### config.mk
export PLATFORM = sky130hd
export DESIGN_NAME = cau_front
export DESIGN_NICKNAME = d
export VERILOG_FILES = /design/src/rtl/core/complex_arithmetic_unit_assert.svh /design/src/rtl/core/cau_pkg.sv /design/src/rtl/core/cau_front.sv
export SDC_FILE = /design/constraint.sdc
export NUM_CORES = 1
export LEC_CHECK = 0
export BUFFER_PORTS_ARGS = -buffer_cell sky130_fd_sc_hd__buf_2
export CAP_MARGIN = 5
export CORE_ASPECT_RATIO = 0.6
export CORE_MARGIN = 5
export CORE_UTILIZATION = 30
export DETAILED_ROUTE_END_ITERATION = 12
export GPL_ROUTABILITY_DRIVEN = 0
export MAX_ROUTING_LAYER = met4
export SYNTH_ARGS = -nofsm -noshare
export SYNTH_HDL_FRONTEND = slang
export SYNTH_SLANG_ARGS = --single-unit
### constraint.sdc
create_clock -name i_clk -period 4.32 [get_ports i_clk]
set_input_delay 0.432 -clock i_clk [delete_from_list [all_inputs] [get_ports i_clk]]
set_output_delay 0.432 -clock i_clk [all_outputs]
set_load 0.005 [all_outputs]
### src/rtl/core/complex_arithmetic_unit_assert.svh
// Assertion macros shared by the complex arithmetic unit.
`ifndef COMPLEX_ARITHMETIC_UNIT_ASSERT_SVH
`define COMPLEX_ARITHMETIC_UNIT_ASSERT_SVH
// Same-cycle implication, checked outside reset.
`define CAU_IMPL(lbl, ante, cons) \
    lbl: assert property (@(posedge i_clk) disable iff (!i_rst_n) (ante) |-> (cons)) \
        else $error("complex arithmetic unit check failed");
// Next-cycle implication, checked outside reset.
`define CAU_NEXT(lbl, ante, cons) \
    lbl: assert property (@(posedge i_clk) disable iff (!i_rst_n) (ante) |=> (cons)) \
        else $error("complex arithmetic unit check failed");
`endif

### src/rtl/core/cau_pkg.sv
// Shared types, constants and helper functions for the complex arithmetic unit.
package cau_pkg;
    localparam int WORD_BITS   = 32;
    localparam int FRAC_BITS   = 16;
    localparam int PROD_W      = 2 * WORD_BITS;
    localparam int SUM_W       = PROD_W + 1;
    localparam int QMAG_W      = PROD_W + FRAC_BITS;
    localparam int TR_W        = SUM_W - FRAC_BITS;
    localparam int CNT_W       = $clog2(QMAG_W);
    localparam int QUEUE_DEPTH = 4;
    localparam int QPTR_W      = $clog2(QUEUE_DEPTH);

    localparam logic [1:0] OP_ADD = 2'd0;
    localparam logic [1:0] OP_SUB = 2'd1;
    localparam logic [1:0] OP_MUL = 2'd2;
    localparam logic [1:0] OP_DIV = 2'd3;

    localparam logic [1:0] ST_OK   = 2'd0;
    localparam logic [1:0] ST_SAT  = 2'd1;
    localparam logic [1:0] ST_DIV0 = 2'd2;

    localparam logic signed [TR_W-1:0] TR_MAX = TR_W'({1'b0, {(WORD_BITS-1){1'b1}}});
    localparam logic signed [TR_W-1:0] TR_MIN = -TR_MAX - TR_W'(1);
    localparam logic [QMAG_W-1:0] Q_MAX = QMAG_W'({1'b0, {(WORD_BITS-1){1'b1}}});
    localparam logic signed [WORD_BITS-1:0] W_MAX = {1'b0, {(WORD_BITS-1){1'b1}}};
    localparam logic signed [WORD_BITS-1:0] W_MIN = {1'b1, {(WORD_BITS-1){1'b0}}};

    typedef struct packed {
        logic [1:0]                  action;
        logic signed [WORD_BITS-1:0] left_real;
        logic signed [WORD_BITS-1:0] left_imag;
        logic signed [WORD_BITS-1:0] right_real;
        logic signed [WORD_BITS-1:0] right_imag;
    } t_cau_in;

    typedef struct packed {
        logic signed [WORD_BITS-1:0] result_real;
        logic signed [WORD_BITS-1:0] result_imag;
        logic [1:0]                  status;
    } t_cau_out;

    typedef struct packed {
        logic start;
    } t_div_ctl;

    typedef struct packed {
        logic busy;
        logic done;
    } t_div_stat;

    typedef struct packed {
        logic signed [WORD_BITS-1:0] val;
        logic                        sat;
    } t_sat;

    function automatic t_sat sat_word(input logic signed [TR_W-1:0] v);
        t_sat r;
        r.sat = 1'b1;
        if (v > TR_MAX) begin
            r.val = W_MAX;
        end else if (v < TR_MIN) begin
            r.val = W_MIN;
        end else begin
            r.val = v[WORD_BITS-1:0];
            r.sat = 1'b0;
        end
        return r;
    endfunction

    // Quotient magnitude with its sign; the negative side reaches one step further.
    function automatic t_sat sat_quot(input logic neg, input logic [QMAG_W-1:0] q);
        t_sat r;
        r.sat = 1'b1;
        if (!neg && q > Q_MAX) begin
            r.val = W_MAX;
        end else if (neg && q > Q_MAX + QMAG_W'(1)) begin
            r.val = W_MIN;
        end else begin
            r.val = neg ? -q[WORD_BITS-1:0] : q[WORD_BITS-1:0];
            r.sat = 1'b0;
        end
        return r;
    endfunction
endpackage

### src/rtl/core/cau_front.sv
// Front end: takes command words and holds them in a short queue for the back end.
module cau_front
    import cau_pkg::*;
(
    input  logic    i_clk,
    input  logic    i_rst_n,
    input  logic    start,
    output logic    busy,
    input  t_cau_in i_item,
    input  logic    i_pop,
    output t_cau_in o_head,
    output logic    o_head_vld
);
    t_cau_in           r_q [QUEUE_DEPTH];
    logic [QPTR_W-1:0] r_wr, r_rd;
    logic [QPTR_W:0]   r_cnt;
    logic              push, pop;

    assign busy       = (r_cnt == (QPTR_W+1)'(QUEUE_DEPTH));
    assign push       = start && !busy;
    assign o_head_vld = (r_cnt != '0);
    assign pop        = i_pop && o_head_vld;
    assign o_head     = r_q[r_rd];

    always_ff @(posedge i_clk) begin
        if (!i_rst_n) begin
            r_wr  <= '0;
            r_rd  <= '0;
            r_cnt <= '0;
        end else begin
            if (push) begin
                r_wr <= r_wr + QPTR_W'(1);
            end
            if (pop) begin
                r_rd <= r_rd + QPTR_W'(1);
            end
            r_cnt <= r_cnt + (QPTR_W+1)'(push) - (QPTR_W+1)'(pop);
        end
    end

    always_ff @(posedge i_clk) begin
        if (push) begin
            r_q[r_wr] <= i_item;
        end
    end
endmodule

# Yosys cells after proc, flatten, opt, wreduce, memory -nomap -nowiden
# Memories as Yosys holds them, arrays and structs flattened. A register that Yosys moved wholly into a read port is not among the register bits.
# Cells that the tools add are included.
# classes
n_addsub	4
eq_ne	1
mux	4
reduce_logical	4
# op_table
op	count
2-bit by 1-bit adder with 2-bit output, second input constant	2
2-bit two-way mux	2
3-bit by 1-bit adder with 3-bit output	1
3-bit equality test, second input constant	1
3-bit nonzero test	1
3-bit by 1-bit subtractor with 3-bit output	1
1-bit logical AND	2
1-bit two-way mux	2
1-bit zero test	1
# totals
reg_bits	7
ram_bits	520
in_bits	134
word_cells	17
mem_count	1
# mem_list
name	words	width	rd	rd_ports_with_merged_regs	wr	line_no	source
r_q	4	130	1	1	1	cau_front.sv:14	t_cau_in r_q [QUEUE_DEPTH];

# Longest topological paths before layout
# logic_depth
depth_word	5
mapped_depth	12
mapped_depth_nobuf	11

# Least setup slack after synthesis
# Ideal clock, no wire load.
# synth_timing
kind	register to register
startpoint	register r_cnt[1]
endpoint	memory r_q[2][0] (netlist bit) (enable)
setup_time_ps	505
arrival_ps	3876
required_ps	3815
setup_slack_ps	-60
path_stages_with_launch	5
period_less_slack_ps	4380
path_cell_list	dfxtp_1 -> nor3b_1 -> nor2b_1 -> clkbuf_1 -> and2_1
# synth_via
elab_chain_len	5
# synth_rtl
element	line_no	source
from (decl)	cau_front.sv:16	logic [QPTR_W:0] r_cnt;
from (signal assigned)	cau_front.sv:37	r_cnt <= r_cnt + (QPTR_W+1)'(push) - (QPTR_W+1)'(pop);
3-bit equality test	cau_front.sv:19	assign busy = (r_cnt == (QPTR_W+1)'(QUEUE_DEPTH));
named net busy	cau_front.sv:8	output logic busy,
1-bit zero test	cau_front.sv:20	assign push = start && !busy;
1-bit logical AND	cau_front.sv:20	
1-bit two-way mux	cau_front.sv:42	if (push) begin
1-bit two-way mux (not written as such)	cau_front.sv:43	r_q[r_wr] <= i_item;
to (decl)	cau_front.sv:14	
# The timed path passes the listed nets, and every way through them passes these cells.

==> run metrics <==
Yosys warning count 0; Worst-Skew Late Latency slightly below 0.6 ns; Seq/Total Area, Yosys around four fifths; total grt overflow 0; Synth area leader edfxtp_1; RSZ-0062 raised after global routing no; vias per inst 4.40; WL final 39100 µm; Die Wd about 340 µm; DP HPWL 24400 µm; # IOs approximately 270; Flop pwr share 48.0%; first-pass GRT wire length between 50000 and 60000 µm; Startpoint Class flop; Port Buffer Count between 200 and 300; status complete, no violations; pre-CTS WS about 1.7 ns; Area growth, synth to finish 23.6%; CP cell instances buf_4 -> mux4_2 -> buf_2; grt peak-use layer met2; share of layout cells above drive strength 1 between 40 and 50%; grt met3 use 4.59%; # Max-Cap Violations 0; Global Route met2 Usage 17.1%; antenna viol nets, final 0; Die Height 207 µm; LEAKAGE around 0.0079 µW; Slew Limit Fails 0; Int Pwr between 10000 and 15000 µW; Synth cell types 21; post-CTS sizing 0; M1 GR Usage 14.6%; Max stage delay on crit path approximately 0.95 ns; CORE AREA about 0.064 mm²; DRC 0; First-pass DRT Iterations 4; clk_skew between 0.01 and 0.015 ns; Clock power frac between 30% and 40%; top cells by area, synth edfxtp_1, mux4_2, buf_12; Syn Nets 868; Setup Viol. Count Final 0; clk sinks 529; Setup crit end kind output port; Hold Crit Class in2reg; Switch Pwr about 3400 µW; Max rail drop VDD around 290 µV; DRT iter0 DRCs 571; CP Max Fanout 39; final worst slack 1.18 ns; Mean Syn Cell Area 26.6 µm²; slowest CP cell dfxtp_4; combinational fraction of design power between 20% and 30%; number of CTS-inserted buffers 50; Setup Crit Path Kind reg2out; final worst-path cycle share roughly 73%; Yosys top cell area share between 80% and 90%; postcts setup bufs 0; initial antenna violation count 11; number of cell rows between 70 and 80; TritonCTS clock tree done; cell count after synthesis slightly above 700; Hold Vio Cnt, Final 0; Filler cells 5856; switching part of the total between 20 and 30%; WL/cell 19.6 µm; Worst-Margin Slew about 0.92 ns; synthesized area 0.0193 mm²; Worst EP required 3.89 ns; gr usage total a little under an eighth; Nets 1232; Clock Tree Buf Depth 3; Tmin final 3.14 ns; Clock transition at path regs around 0.060 ns; die area ~0.07 mm²; Root Buffer clkbuf_16; Slew headroom approximately two fifths; largest net degree at the start of global routing 63; fmax between 300 and 400 MHz; initial core utilization a little under a third; P per Cell Area around 560 mW/mm²; via count around 8800; H-tree levels 2; Synth Register Bits 529; Arr. time, crit path 2.71 ns; vias in the first global route 9393; total negative slack 0 ns
==> per-layer routing <==
layer	vias up	part of all wire, %
li1	3901	-
met1	4564	43
met2	255	46
met3	64	9.7
met4	0	1.8
met5	-	0
==> power groups by stage <==
stage	Sequential [µW]	Combinational (µW)	Clock, µW
finish	6440	2710	4280
floorplan	6430	1800	0
detailed placement	6570	2750	0
CTS	6460	2800	4440
global route	6500	2960	4670
global placement	6540	2730	0
==> worst max-delay path, delay by kind of cell (launching register included) <==
kind / cells / cell delay (ns)
DFF: 1 / 0.95
buffers and inverters: 2 / 0.58
muxes: 1 / 0.57
==> timing repair <==
item,CTS,global route
endpoints found under the setup margin,0,0
hold buffers,50,0
hold endpoints to repair,179,0
==> path summary, 6_finish.rpt <==
check / start / to / slack [ns] / cells after the start
worst max-delay path: flop / o_head[13] / 1.18 / 3
worst min-delay path: i_item[69] / r_q[3][69]$_DFFE_PP_ / 0.06 / 1
worst max register to register: r_cnt[1]$_SDFF_PN0_ / r_cnt[2]$_SDFF_PN0_ / 1.78 / 11
worst min register to register: r_wr[1]$_SDFFE_PN0P_ / r_wr[1]$_SDFFE_PN0P_ / 0.51 / 2
==> final cells by class <==
type / count / area [µm²] / area share (%)
inverter: 5 / 18.8 / 0.0786
clock buffer: 57 / 1300 / 5.44
multi-input combinational: 162 / 3200 / 13.4
antenna: 14 / 35.0 / 0.147
sequential: 529 / 15800 / 66.1
clock inverter: 35 / 294 / 1.23
timing repair buffer: 343 / 2170 / 9.10
tap: 851 / 1060 / 4.46
==> cell usage after synthesis <==
master / n
o311ai_0: 1
o31a_1: 1
nor2b_1: 4
clkbuf_1: 3
buf_2: 10
edfxtp_1: 520
fa_1: 1
or3_1: 1
mux2i_1: 2
and2_1: 7
dfxtp_1: 9
buf_4: 3
nand2_1: 4
inv_1: 5
buf_12: 11
nor3b_1: 1
buf_1: 3
buf_6: 1
mux4_2: 130
xnor2_1: 4
ha_1: 6
==> sequential cells by signal, summed over array words and instances, names as in the netlist, named ones only <==
| name | cells |
|---|---|
| r_cnt | 3 |
| r_wr | 2 |
| r_rd | 2 |
| r_q | 520 |
==> cell families (layout without fill, tap and decap cells) <==
group	count (synthesis)	after routing	synth area share (%)
multiplexers	132	132	15.2
adder cells (fa/ha/maj)	7	7	0.492
XOR/XNOR	4	4	0.181
AO/OA/AOI/OAI	2	2	0.0906
buffers and inverters	36	440	1.79
other	0	14	0
flip-flops	529	529	81.7
AND/OR/NAND/NOR	17	17	0.505
==> per-stage QoR <==
stage	util (%)	hold slack (ns)	cells	instance area, µm²	power [µW]
final	37.2	0.0550	1996	23900	13400
after global routing	37.2	0.00969	1993	23900	14100
after floorplan	-	0.468	727	19300	8230
after CTS	37.2	0.000233	1982	23900	13700
after global placement	33.9	0.483	1840	21800	9280
after detailed placement	33.9	0.500	1840	21800	9320
==> cells in the final DEF, fill, tap and decap left out, drive strengths merged <==
| master | netlist | layout |
|---|---|---|
| clkinv | 0 | 24 |
| o311ai | 1 | 1 |
| o31a | 1 | 1 |
| bufinv | 0 | 4 |
| diode | 0 | 14 |
| buf | 28 | 293 |
| edfxtp | 520 | 520 |
| and2 | 7 | 7 |
| xnor2 | 4 | 4 |
| nand2 | 4 | 4 |
| dfxtp | 9 | 9 |
| ha | 6 | 6 |
| inv | 5 | 10 |
| fa | 1 | 1 |
| mux2i | 2 | 2 |
| clkinvlp | 0 | 2 |
| or3 | 1 | 1 |
| nor2b | 4 | 4 |
| clkbuf | 3 | 57 |
| mux4 | 130 | 130 |
| nor3b | 1 | 1 |
| dlygate4sd3 | 0 | 50 |
(Power assumes the default switching activity.)
